[config.mk]
export PLATFORM = sky130hd
export DESIGN_NAME = doubly_linked_list_engine_unit
export DESIGN_NICKNAME = d
export VERILOG_FILES = /design/src/rtl/core/dll_pkg.sv /design/src/rtl/core/dll_ram.sv /design/src/rtl/core/doubly_linked_list_engine_unit.sv
export SDC_FILE = /design/constraint.sdc
export NUM_CORES = 2
export LEC_CHECK = 0
export ABC_AREA = 1
export BUFFER_PORTS_ARGS = -buffer_cell sky130_fd_sc_hd__buf_2
export CAP_MARGIN = 20
export CORE_MARGIN = 2
export CORE_UTILIZATION = 32
export CTS_BUF_LIST = sky130_fd_sc_hd__clkbuf_16
export DETAILED_ROUTE_END_ITERATION = 7
export SYNTH_ARGS = -nofsm -noshare
export SYNTH_HDL_FRONTEND = slang
export SYNTH_HIERARCHICAL = 1
export SYNTH_SLANG_ARGS = --single-unit
[constraint.sdc]
create_clock -name clk_i -period 17 [get_ports clk_i]
set_input_delay 3.4 -clock clk_i [delete_from_list [all_inputs] [get_ports clk_i]]
set_output_delay 3.4 -clock clk_i [all_outputs]
set_load 0.02 [all_outputs]
[src/rtl/core/dll_pkg.sv]
// ----------------------------------------------------------------------------
// Doubly linked list engine package
// Sizes, link encoding, operation and status codes, and controller states.
// ----------------------------------------------------------------------------
package dll_pkg;

  localparam int CAPACITY   = 32;
  localparam int VALUE_BITS = 32;

  localparam int SLOT_W = $clog2(CAPACITY);
  localparam int LINK_W = SLOT_W + 1;
  localparam int CNT_W  = $clog2(CAPACITY + 1);
  localparam int CMP_W  = ((CNT_W > 6) ? CNT_W : 6) + 1;

  localparam logic [LINK_W-1:0] NIL = LINK_W'(CAPACITY);

  typedef enum logic [2:0] {
    OP_INS_FIRST = 3'd0,
    OP_INS_END   = 3'd1,
    OP_INS_AT    = 3'd2,
    OP_DEL_FIRST = 3'd3,
    OP_DEL_END   = 3'd4,
    OP_DEL_AT    = 3'd5,
    OP_LIST      = 3'd6,
    OP_NONE      = 3'd7
  } op_e;

  typedef enum logic [1:0] {
    ST_OK        = 2'd0,
    ST_BAD_PLACE = 2'd1,
    ST_UNDERFLOW = 2'd2,
    ST_FULL      = 2'd3
  } status_e;

  typedef enum logic [9:0] {
    S_IDLE   = 10'b0000000001,
    S_ALLOC  = 10'b0000000010,
    S_PREP   = 10'b0000000100,
    S_WALK   = 10'b0000001000,
    S_LINK1  = 10'b0000010000,
    S_LINK2  = 10'b0000100000,
    S_UNLINK = 10'b0001000000,
    S_FREE   = 10'b0010000000,
    S_LIST   = 10'b0100000000,
    S_RESP   = 10'b1000000000
  } state_e;

endpackage

[src/rtl/core/dll_ram.sv]
// ----------------------------------------------------------------------------
// Generic RAM
// One write port and one read port; read data is registered and holds its
// value while no read is issued.
// ----------------------------------------------------------------------------
module dll_ram #(
  parameter int WIDTH = 32,
  parameter int DEPTH = 32
) (
  input  logic                     clk_i,
  input  logic                     we_i,
  input  logic [$clog2(DEPTH)-1:0] waddr_i,
  input  logic [WIDTH-1:0]         wdata_i,
  input  logic                     re_i,
  input  logic [$clog2(DEPTH)-1:0] raddr_i,
  output logic [WIDTH-1:0]         rdata_o
);

  logic [WIDTH-1:0] mem_q [DEPTH];

  always_ff @(posedge clk_i) begin
    if (we_i) begin
      mem_q[waddr_i] <= wdata_i;
    end
    if (re_i) begin
      rdata_o <= mem_q[raddr_i];
    end
  end

endmodule

[src/rtl/core/doubly_linked_list_engine_unit.sv]
// ----------------------------------------------------------------------------
// Doubly linked list engine
// Ordered list of signed values kept in node memories with forward and
// backward links and a free list of recycled slots.
// ----------------------------------------------------------------------------
// One transaction is taken at a time. Positional inserts and deletes walk the
// forward links from the head, and listing delivers one result per cycle while
// the output is not stalled. The walk is limited by the single read port of the
// forward link memory, which is followed one node per cycle.
module doubly_linked_list_engine_unit (
  input  logic               clk_i,
  input  logic               rst_ni,
  input  logic               in_valid_i,
  output logic               in_ready_o,
  input  logic [2:0]         operation_i,
  input  logic [5:0]         position_i,
  input  logic signed [31:0] value_i,
  output logic               out_valid_o,
  input  logic               out_ready_i,
  output logic [1:0]         status_o,
  output logic signed [31:0] element_o,
  output logic               has_element_o,
  output logic [5:0]         element_place_o,
  output logic [5:0]         length_o,
  output logic               last_o
);

  localparam int SW = dll_pkg::SLOT_W;
  localparam int LW = dll_pkg::LINK_W;
  localparam int CW = dll_pkg::CNT_W;
  localparam int VW = dll_pkg::VALUE_BITS;
  localparam int MW = dll_pkg::CMP_W;

  dll_pkg::state_e    state_q, state_d;
  dll_pkg::op_e       op_q, op_d;
  dll_pkg::status_e   rsp_q, rsp_d;
  logic [5:0]         pos_q, pos_d;
  logic [VW-1:0]      val_q, val_d;
  logic [LW-1:0]      head_q, head_d, tail_q, tail_d, fhead_q, fhead_d;
  logic [LW-1:0]      slot_q, slot_d, prev_q, prev_d, next_q, next_d, cur_q, cur_d;
  logic [CW-1:0]      count_q, count_d, fresh_q, fresh_d, idx_q, idx_d, tgt_q, tgt_d;

  logic               out_valid_q, out_valid_d;
  logic [1:0]         ost_q, ost_d;
  logic [31:0]        oel_q, oel_d;
  logic               ohas_q, ohas_d, olast_q, olast_d;
  logic [5:0]         oplace_q, oplace_d, olen_q, olen_d;

  logic               rd_en;
  logic [SW-1:0]      rd_addr;
  logic               val_we, fwd_we, bwd_we;
  logic [SW-1:0]      val_waddr, fwd_waddr, bwd_waddr;
  logic [LW-1:0]      fwd_wdata, bwd_wdata, fwd_rdata, bwd_rdata;
  logic [VW-1:0]      val_rdata;

  logic               out_free, is_ins;
  logic [MW-1:0]      pos_w, cnt_w;

  assign out_free = !out_valid_q || out_ready_i;
  assign is_ins   = (op_q == dll_pkg::OP_INS_FIRST) || (op_q == dll_pkg::OP_INS_END) ||
                    (op_q == dll_pkg::OP_INS_AT);
  assign pos_w    = MW'(position_i);
  assign cnt_w    = MW'(count_q);

  always_comb begin
    state_d     = state_q;
    op_d        = op_q;
    rsp_d       = rsp_q;
    pos_d       = pos_q;
    val_d       = val_q;
    head_d      = head_q;
    tail_d      = tail_q;
    fhead_d     = fhead_q;
    slot_d      = slot_q;
    prev_d      = prev_q;
    next_d      = next_q;
    cur_d       = cur_q;
    count_d     = count_q;
    fresh_d     = fresh_q;
    idx_d       = idx_q;
    tgt_d       = tgt_q;
    out_valid_d = out_valid_q && !out_ready_i;
    ost_d       = ost_q;
    oel_d       = oel_q;
    ohas_d      = ohas_q;
    oplace_d    = oplace_q;
    olen_d      = olen_q;
    olast_d     = olast_q;
    rd_en       = 1'b0;
    rd_addr     = cur_q[SW-1:0];
    val_we      = 1'b0;
    fwd_we      = 1'b0;
    bwd_we      = 1'b0;
    val_waddr   = slot_q[SW-1:0];
    fwd_waddr   = slot_q[SW-1:0];
    bwd_waddr   = slot_q[SW-1:0];
    fwd_wdata   = next_q;
    bwd_wdata   = prev_q;

    case (state_q)
      dll_pkg::S_IDLE: begin
        if (in_valid_i) begin
          op_d  = dll_pkg::op_e'(operation_i);
          pos_d = position_i;
          val_d = VW'(value_i);
          rsp_d = dll_pkg::ST_OK;
          state_d = dll_pkg::S_RESP;
          case (operation_i)
            dll_pkg::OP_INS_FIRST, dll_pkg::OP_INS_END, dll_pkg::OP_INS_AT: begin
              if (operation_i == dll_pkg::OP_INS_AT &&
                  (pos_w == '0 || pos_w > cnt_w + MW'(1))) begin
                rsp_d = dll_pkg::ST_BAD_PLACE;
              end else if (count_q == CW'(dll_pkg::CAPACITY)) begin
                rsp_d = dll_pkg::ST_FULL;
              end else if (fhead_q != dll_pkg::NIL) begin
                rd_en   = 1'b1;
                rd_addr = fhead_q[SW-1:0];
                slot_d  = fhead_q;
                state_d = dll_pkg::S_ALLOC;
              end else begin
                slot_d  = LW'(fresh_q);
                fresh_d = fresh_q + CW'(1);
                state_d = dll_pkg::S_PREP;
              end
            end
            dll_pkg::OP_DEL_FIRST, dll_pkg::OP_DEL_END, dll_pkg::OP_DEL_AT: begin
              if (count_q == '0) begin
                rsp_d = dll_pkg::ST_UNDERFLOW;
              end else if (operation_i == dll_pkg::OP_DEL_AT &&
                           (pos_w == '0 || pos_w > cnt_w)) begin
                rsp_d = dll_pkg::ST_BAD_PLACE;
              end else begin
                cur_d   = (operation_i == dll_pkg::OP_DEL_END) ? tail_q : head_q;
                tgt_d   = (operation_i == dll_pkg::OP_DEL_AT) ? CW'(position_i) : CW'(1);
                idx_d   = CW'(1);
                rd_en   = 1'b1;
                rd_addr = cur_d[SW-1:0];
                state_d = dll_pkg::S_WALK;
              end
            end
            dll_pkg::OP_LIST: begin
              if (count_q != '0) begin
                cur_d   = head_q;
                idx_d   = CW'(1);
                rd_en   = 1'b1;
                rd_addr = head_q[SW-1:0];
                state_d = dll_pkg::S_LIST;
              end
            end
            default: begin
              rsp_d = dll_pkg::ST_OK;
            end
          endcase
        end
      end
      dll_pkg::S_ALLOC: begin
        fhead_d = fwd_rdata;
        state_d = dll_pkg::S_PREP;
      end
      dll_pkg::S_PREP: begin
        if (op_q == dll_pkg::OP_INS_FIRST || count_q == '0 ||
            (op_q == dll_pkg::OP_INS_AT && pos_q == 6'd1)) begin
          prev_d  = dll_pkg::NIL;
          next_d  = head_q;
          state_d = dll_pkg::S_LINK1;
        end else begin
          cur_d   = (op_q == dll_pkg::OP_INS_END) ? tail_q : head_q;
          tgt_d   = (op_q == dll_pkg::OP_INS_END) ? CW'(1) : CW'(pos_q) - CW'(1);
          idx_d   = CW'(1);
          rd_en   = 1'b1;
          rd_addr = cur_d[SW-1:0];
          state_d = dll_pkg::S_WALK;
        end
      end
      dll_pkg::S_WALK: begin
        if (idx_q == tgt_q) begin
          next_d = fwd_rdata;
          if (is_ins) begin
            prev_d  = cur_q;
            state_d = dll_pkg::S_LINK1;
          end else begin
            slot_d  = cur_q;
            prev_d  = bwd_rdata;
            state_d = dll_pkg::S_UNLINK;
          end
        end else begin
          cur_d   = fwd_rdata;
          idx_d   = idx_q + CW'(1);
          rd_en   = 1'b1;
          rd_addr = fwd_rdata[SW-1:0];
        end
      end
      dll_pkg::S_LINK1: begin
        val_we  = 1'b1;
        fwd_we  = 1'b1;
        bwd_we  = 1'b1;
        state_d = dll_pkg::S_LINK2;
      end
      dll_pkg::S_LINK2: begin
        if (prev_q == dll_pkg::NIL) begin
          head_d = slot_q;
        end else begin
          fwd_we    = 1'b1;
          fwd_waddr = prev_q[SW-1:0];
          fwd_wdata = slot_q;
        end
        if (next_q == dll_pkg::NIL) begin
          tail_d = slot_q;
        end else begin
          bwd_we    = 1'b1;
          bwd_waddr = next_q[SW-1:0];
          bwd_wdata = slot_q;
        end
        count_d = count_q + CW'(1);
        state_d = dll_pkg::S_RESP;
      end
      dll_pkg::S_UNLINK: begin
        if (prev_q == dll_pkg::NIL) begin
          head_d = next_q;
        end else begin
          fwd_we    = 1'b1;
          fwd_waddr = prev_q[SW-1:0];
          fwd_wdata = next_q;
        end
        if (next_q == dll_pkg::NIL) begin
          tail_d = prev_q;
        end else begin
          bwd_we    = 1'b1;
          bwd_waddr = next_q[SW-1:0];
          bwd_wdata = prev_q;
        end
        state_d = dll_pkg::S_FREE;
      end
      dll_pkg::S_FREE: begin
        fwd_we    = 1'b1;
        fwd_wdata = fhead_q;
        fhead_d   = slot_q;
        count_d   = count_q - CW'(1);
        state_d   = dll_pkg::S_RESP;
      end
      dll_pkg::S_LIST: begin
        if (out_free) begin
          out_valid_d = 1'b1;
          ost_d       = dll_pkg::ST_OK;
          oel_d       = 32'(val_rdata);
          ohas_d      = 1'b1;
          oplace_d    = 6'(idx_q);
          olen_d      = 6'(count_q);
          olast_d     = (idx_q == count_q) || (fwd_rdata == dll_pkg::NIL);
          if (olast_d) begin
            state_d = dll_pkg::S_IDLE;
          end else begin
            cur_d   = fwd_rdata;
            idx_d   = idx_q + CW'(1);
            rd_en   = 1'b1;
            rd_addr = fwd_rdata[SW-1:0];
          end
        end
      end
      dll_pkg::S_RESP: begin
        if (out_free) begin
          out_valid_d = 1'b1;
          ost_d       = rsp_q;
          oel_d       = '0;
          ohas_d      = 1'b0;
          oplace_d    = '0;
          olen_d      = 6'(count_q);
          olast_d     = 1'b1;
          state_d     = dll_pkg::S_IDLE;
        end
      end
      default: begin
        state_d = dll_pkg::S_IDLE;
      end
    endcase
  end

  always_ff @(posedge clk_i or negedge rst_ni) begin
    if (!rst_ni) begin
      state_q     <= dll_pkg::S_IDLE;
      head_q      <= dll_pkg::NIL;
      tail_q      <= dll_pkg::NIL;
      fhead_q     <= dll_pkg::NIL;
      count_q     <= '0;
      fresh_q     <= '0;
      out_valid_q <= 1'b0;
    end else begin
      state_q     <= state_d;
      head_q      <= head_d;
      tail_q      <= tail_d;
      fhead_q     <= fhead_d;
      count_q     <= count_d;
      fresh_q     <= fresh_d;
      out_valid_q <= out_valid_d;
    end
  end

  always_ff @(posedge clk_i) begin
    op_q     <= op_d;
    rsp_q    <= rsp_d;
    pos_q    <= pos_d;
    val_q    <= val_d;
    slot_q   <= slot_d;
    prev_q   <= prev_d;
    next_q   <= next_d;
    cur_q    <= cur_d;
    idx_q    <= idx_d;
    tgt_q    <= tgt_d;
    ost_q    <= ost_d;
    oel_q    <= oel_d;
    ohas_q   <= ohas_d;
    oplace_q <= oplace_d;
    olen_q   <= olen_d;
    olast_q  <= olast_d;
  end

  dll_ram #(.WIDTH(VW), .DEPTH(dll_pkg::CAPACITY)) u_val_ram (
    .clk_i   (clk_i),
    .we_i    (val_we),
    .waddr_i (val_waddr),
    .wdata_i (val_q),
    .re_i    (rd_en),
    .raddr_i (rd_addr),
    .rdata_o (val_rdata)
  );

  dll_ram #(.WIDTH(LW), .DEPTH(dll_pkg::CAPACITY)) u_fwd_ram (
    .clk_i   (clk_i),
    .we_i    (fwd_we),
    .waddr_i (fwd_waddr),
    .wdata_i (fwd_wdata),
    .re_i    (rd_en),
    .raddr_i (rd_addr),
    .rdata_o (fwd_rdata)
  );

  dll_ram #(.WIDTH(LW), .DEPTH(dll_pkg::CAPACITY)) u_bwd_ram (
    .clk_i   (clk_i),
    .we_i    (bwd_we),
    .waddr_i (bwd_waddr),
    .wdata_i (bwd_wdata),
    .re_i    (rd_en),
    .raddr_i (rd_addr),
    .rdata_o (bwd_rdata)
  );

  assign in_ready_o      = (state_q == dll_pkg::S_IDLE);
  assign out_valid_o     = out_valid_q;
  assign status_o        = ost_q;
  assign element_o       = oel_q;
  assign has_element_o   = ohas_q;
  assign element_place_o = oplace_q;
  assign length_o        = olen_q;
  assign last_o          = olast_q;

endmodule

Yosys cells after proc, flatten, opt, wreduce, memory -nomap -nowiden

Memory sizes are Yosys's and may differ from the RTL's. A register that Yosys moved wholly into a read port is not among the register bits.
Cells that the tools add are included.

Output and inout bits: 50
RAM bits: 1408
Flip-flop bits (word level): 168
Logic and storage cells: 265
Memories kept: 3

Multiplexer cells: 134
Order comparisons: 2
Reduce and logical (&&, ||, !) cells: 44
Equal/unequal tests: 50
Add/sub/neg operators: 6
Bitwise logic cells: 3

Memory list:

| memory          | depth | width | rd ports | clocked after memory_dff | write ports | RTL line      | text |
|---|---|---|---|---|---|---|---|
| u_val_ram.mem_q | 32    | 32    | 1        | 1                        | 1           | dll_ram.sv:19 | `logic [WIDTH-1:0] mem_q [DEPTH];` |
| u_bwd_ram.mem_q | 32    | 6     | 1        | 1                        | 1           | dll_ram.sv:19 |  |
| u_fwd_ram.mem_q | 32    | 6     | 1        | 1                        | 1           | dll_ram.sv:19 |  |

Operators with widths:

| operator                                                            | number |
|---|---|
| 6-bit two-way mux                                                   | 46 |
| 6-bit case mux with 2 select lines                                  | 12 |
| 10-bit two-way mux                                                  | 10 |
| 10-bit case mux with 9 select lines                                 | 1 |
| 5-bit two-way mux                                                   | 16 |
| 32-bit two-way mux                                                  | 2 |
| 32-bit case mux with 2 select lines                                 | 1 |
| 6-bit case mux with 4 select lines                                  | 2 |
| 2-bit inequality test (second input constant)                       | 18 |
| 10-bit case mux with 3 select lines                                 | 1 |
| 1-bit two-way mux                                                   | 26 |
| 6-bit == test (second input constant)                               | 4 |
| 5-bit case mux with 4 select lines                                  | 1 |
| 6-bit by 1-bit adder with 6-bit output (second input constant)      | 3 |
| 5-bit case mux with 3 select lines                                  | 1 |
| 2-bit nonzero test                                                  | 7 |
| 6-bit == test                                                       | 2 |
| 3-bit AND reduction                                                 | 4 |
| 6-bit AND reduction                                                 | 2 |
| 6-bit by 1-bit subtractor with 6-bit output (second input constant) | 2 |
| 10-bit by 1-bit == test with 1-bit output (second input constant)   | 1 |
| 10-bit == test (second input constant)                              | 1 |
| 10-bit by 2-bit == test with 1-bit output (second input constant)   | 1 |
| 10-bit by 3-bit == test with 1-bit output (second input constant)   | 1 |
| other kinds (39)                                                    | 74 |

Longest topological paths before layout

Word-level depth: 8
Mapped depth: 32

Hierarchy

The synthesis kept the hierarchy.

By module, submodules not included:

| module                         | cells each | instances | seq. area each (um^2) | area an instance (um^2) |
|---|---|---|---|---|
| dll_ram (u_val_ram)            | 3536       | 1         | 31710.4               | 42726.0 |
| dll_ram (u_bwd_ram ...)        | 704        | 2         | 5945.7                | 8137.8 |
| doubly_linked_list_engine_unit | 1020       | 1         | 4844.6                | 9137.5 |

Worst setup path before layout

No wires, ideal clock.

Path kind: in2reg
Start: in position_i[5]
End: reg u_bwd_ram.rdata_o[0] (read register of u_bwd_ram.mem_q) (enable)
Path buffers: 0
Slack: 8.890 ns
Data required time: 16.494 ns
Stages on the path: 13
Data arrival time: 7.604 ns
Library setup time: 0.506 ns
Cells stage by stage: ha_1 > nand2_1 > nor2_1 > nand2_1 > nand2_1 > inv_1 > nand2_1 > nand2_2 > nand2_4 > nand2_1 > nor2_1 > a21oi_1 > o21ai_0

Word-level cells in the longest chain between the ends: 8
Elaborated cells on any way between the ends: 19
Classes of those cells: order compare: 2; mux: 12; reduce/logical: 5

Ends and longest elaborated chain:

| what                                                  | RTL line                                                                     | text |
|---|---|---|
| start, declared                                       | doubly_linked_list_engine_unit.sv:16                                         | `input logic [5:0] position_i,` |
| 6-bit > comparator or 7-bit zero test (tied branches) | doubly_linked_list_engine_unit.sv:130, doubly_linked_list_engine_unit.sv:111 |  |
| 1-bit logical OR                                      | doubly_linked_list_engine_unit.sv:130                                        | `(pos_w == '0 \|\| pos_w > cnt_w)) begin` |
| 1-bit logical AND                                     | doubly_linked_list_engine_unit.sv:129                                        | `end else if (operation_i == dll_pkg::OP_DEL_AT &&` |
| 1-bit two-way mux                                     | doubly_linked_list_engine_unit.sv:129                                        |  |
| 1-bit two-way mux                                     | doubly_linked_list_engine_unit.sv:127                                        | `if (count_q == '0) begin` |
| 1-bit case mux with 3 select lines *                  | doubly_linked_list_engine_unit.sv:108                                        | `case (operation_i)` |
| 1-bit two-way mux *                                   | doubly_linked_list_engine_unit.sv:102                                        | `if (in_valid_i) begin` |
| 1-bit case mux with 4 select lines *                  | doubly_linked_list_engine_unit.sv:100                                        | `case (state_q)` |
| via rd_en                                             | doubly_linked_list_engine_unit.sv:49                                         | `logic rd_en;` |
| end, declared                                         | dll_ram.sv:16                                                                | `output logic [WIDTH-1:0] rdata_o` |

Mark *: on every way through the listed nets, which the timed path passes. The rest lies on a longest branch.
A chain may end at the register's enable or synchronous reset.

Worst setup path after layout

Start: in position_i[5]
End: reg u_val_ram.rdata_o[2] (read register of u_val_ram.mem_q) (data pin)

Word-level cells in the longest chain between the ends: 8
Elaborated cells on any way between the ends: 19
Classes of those cells: order compare: 2; mux: 12; reduce/logical: 5

Ends and longest elaborated chain:

| what                                                  | RTL line                                                                     | text |
|---|---|---|
| 6-bit > comparator or 7-bit zero test (tied branches) | doubly_linked_list_engine_unit.sv:130, doubly_linked_list_engine_unit.sv:111 |  |
| 1-bit logical OR                                      | doubly_linked_list_engine_unit.sv:130                                        |  |
| 1-bit logical AND                                     | doubly_linked_list_engine_unit.sv:129                                        |  |
| 5-bit two-way mux                                     | doubly_linked_list_engine_unit.sv:129                                        |  |
| 5-bit two-way mux                                     | doubly_linked_list_engine_unit.sv:127                                        |  |
| 5-bit case mux with 3 select lines *                  | doubly_linked_list_engine_unit.sv:108                                        |  |
| 5-bit two-way mux *                                   | doubly_linked_list_engine_unit.sv:102                                        |  |
| 5-bit case mux with 4 select lines *                  | doubly_linked_list_engine_unit.sv:100                                        |  |
| via rd_addr[0]                                        | doubly_linked_list_engine_unit.sv:50                                         | `logic [SW-1:0] rd_addr;` |
| end, declared                                         | dll_ram.sv:16                                                                |  |

Marked as above.

==> run metrics <==
flop-to-flop setup slack 10440 ps; Post-Syn Area per Cell 11.4 um2; total power draw 13.9 mW; Max FO, Critical Path 148; post-synthesis async set-or-reset flop share 2.53%; CP most frequent cell nand2_1; final setup violation count 0; Hold Buf Count CTS 0; initial antenna violation count 6; Final GP Congestion 0.894; core area 212000 um2; CTS Buf Count 167; most frequent cell after synthesis nand2_1; setup ws final 8670 ps; slowest stage delay, CP 930 ps; max_cap viols 0; pre-CTS setup slack 7970 ps; fin. max-slew vios 0; crit path time final 8330 ps; min-delay worst type register to register; Initial Utilization 32.2%; GRT Util Overall 17.0%; fillers 20499; Worst Setup Start Kind input pin; post-synthesis sequential area ratio 71.1%; layout cell share with drive strength beyond 1 8.57%; Starting DRT DRC Count 5172; area share of the largest cell type after synthesis 69.6%; clock slew at reported path FFs 60 ps; largest net degree at the start of global routing 219; period utilisation layout 49.0%; die area 217000 um2; Worst VDD drop 0.000264 V; Critical Path RT 17670 ps; Yosys cell types 51; total negative slack 0 ps; vias in the first global route 42839; Worst Reg-to-Reg Cells 29; Worst Hold Path Cells 2; DPL Wire Length 98.9 mm; Cell Rows 169; H-Tree Depth 4; Syn Inst Count 5964; nets 6050; Fin. Hold Viols 0; Chip Width 465 um; Post-synth top cells nand2_1, edfxtp_1, nand3_1; Ports 95; Cell Pwr Density 182 nW/um2; drt first pass iters 6; worst slew pin tran 1140 ps; Crit Path Class input pin to register; Post-Route WL 189 mm; Synthesis Warnings 6; synth top area cells edfxtp_1, nand2_1, nand3_1; Area Growth Syn to Fin 12.0%; achievable frequency 0.120 GHz; CTS resizes 0; via/cell ratio 5.08; RSZ-0062 raised after global routing false; Num Clock Sinks 1620; Worst path slowest cell buf_4; Wirelength per Cell 21.2 um; drt drc 0; CTS Root Cell clkbuf_16; Post-CTS Setup Inserts 0; Worst-Skew Late Latency 830 ps; cell accounting for the most synthesized area edfxtp_1; Leak 27.7 nW; Hold Path Origin tail_q[2]; post-synthesis register bit count 1620; antenna viol nets, final 0; IO Port Bufs 94; Max Clock Skew 51.7 ps; grt ovf 0; Top Family by Delay on Critical Path simple AND/OR/NAND/NOR gates; Worst Path Arrival 9000 ps; Syn Std Cell Area 68100 um2; worst rel slew slack 23.9%; syn_nets 6032; DR vias 45389; CP Capture Type register; Die H 465 um; Post-synth EDFFs 1579; first-pass GRT wire length 279 mm; CTS tree built; status finished, final reports clean; Worst R2R Start count_q[0]; WHS Endpoint tail_q[2]; Critical path buffers and inverters 4; Top FF cell, synth edfxtp_1; r2r endpoint u_val_ram/rdata_o[2]; CTS max path bufs 3
-- cell families after synthesis --
group | share of synthesized area, %
fa+ha+maj | 0.433
simple gates | 22.4
mux | 0.0165
xor+xnor | 0.283
buf+inv | 4.22
compound gates | 1.51
flops | 71.1
-- worst max-delay path by stage --
stage,slack [ps],to,cells after the start,startpoint
after floorplan,8890,u_bwd_ram/rdata_o[0],13,position_i[5]
after global placement,8040,u_val_ram/rdata_o[6],27,position_i[5]
after detailed placement,7970,u_val_ram/rdata_o[2],27,position_i[5]
after CTS,8810,u_val_ram/rdata_o[2],27,position_i[5]
after global routing,8180,u_val_ram/rdata_o[0],27,position_i[5]
final,8670,u_val_ram/rdata_o[2],27,position_i[5]
-- metal layers --
metal	track usage (%)	share of wire [%]	routed length, um
met1	23.9	43	80500
met3	2.45	7.9	15000
met2	27.1	47	88800
met4	5.04	2.5	4720
met5	0	0.011	20
-- cell type report --
cell class	instances	area, um2	area share [%]
multi-input combinational	3839	17200	22.6
sequential	1620	48400	63.5
clock inverter	131	1100	1.44
inverter	191	759	0.995
tap	2821	3530	4.62
timing repair buffer	163	1070	1.41
clock buffer	167	4180	5.48
antenna	1	2.50	0.00328
-- flip-flops by register name, indices dropped and copies added, names as in the netlist, 10 cells and up --
register / count
u_bwd_ram/mem_q: 192
u_val_ram/mem_q: 1024
val_q: 32
element_o: 32
u_fwd_ram/mem_q: 192
u_val_ram/rdata_o: 32
state_q: 10
-- worst register-to-register path, delay by kind of cell (launching register included) --
family / cells / cell delay, ps
fa+ha+maj: 2 / 560
flops: 1 / 570
xor+xnor: 1 / 180
buf+inv: 3 / 2540
simple gates: 23 / 2580
-- where the power goes --
| part | total (mW) | switching, mW | internal, mW |
|---|---|---|---|
| Combinational | 5.49 | 4.02 | 1.47 |
| Clock | 3.53 | 1.57 | 1.96 |
| Sequential | 4.89 | 0.199 | 4.69 |
| Total | 13.9 | 5.79 | 8.12 |
-- stage by stage --
step	instances	hold slack, ps	utilization (%)	instance area [um2]
2_1_floorplan	5964	448	-	68100
3_5_place_dp	8632	510	33.5	71000
3_3_place_gp	8632	506	33.5	71000
5_1_grt	8932	538	36.0	76300
6_report	8933	522	36.0	76300
4_1_cts	8930	523	36.0	76300
-- cells in the final DEF, fill, tap and decap left out, drive strengths merged, types with 10 or more instances in the layout --
cell type / n
a21oi: 52
clkinv: 80
nand2: 2182
xor2: 17
nor3: 21
dfrtp: 37
inv: 225
clkbuf: 167
o21ai: 89
bufinv: 10
buf: 163
nand3: 1154
nor2: 241
ha: 22
edfxtp: 1579
nand4: 11
No activity file was read; power rests on OpenSTA's default activity.
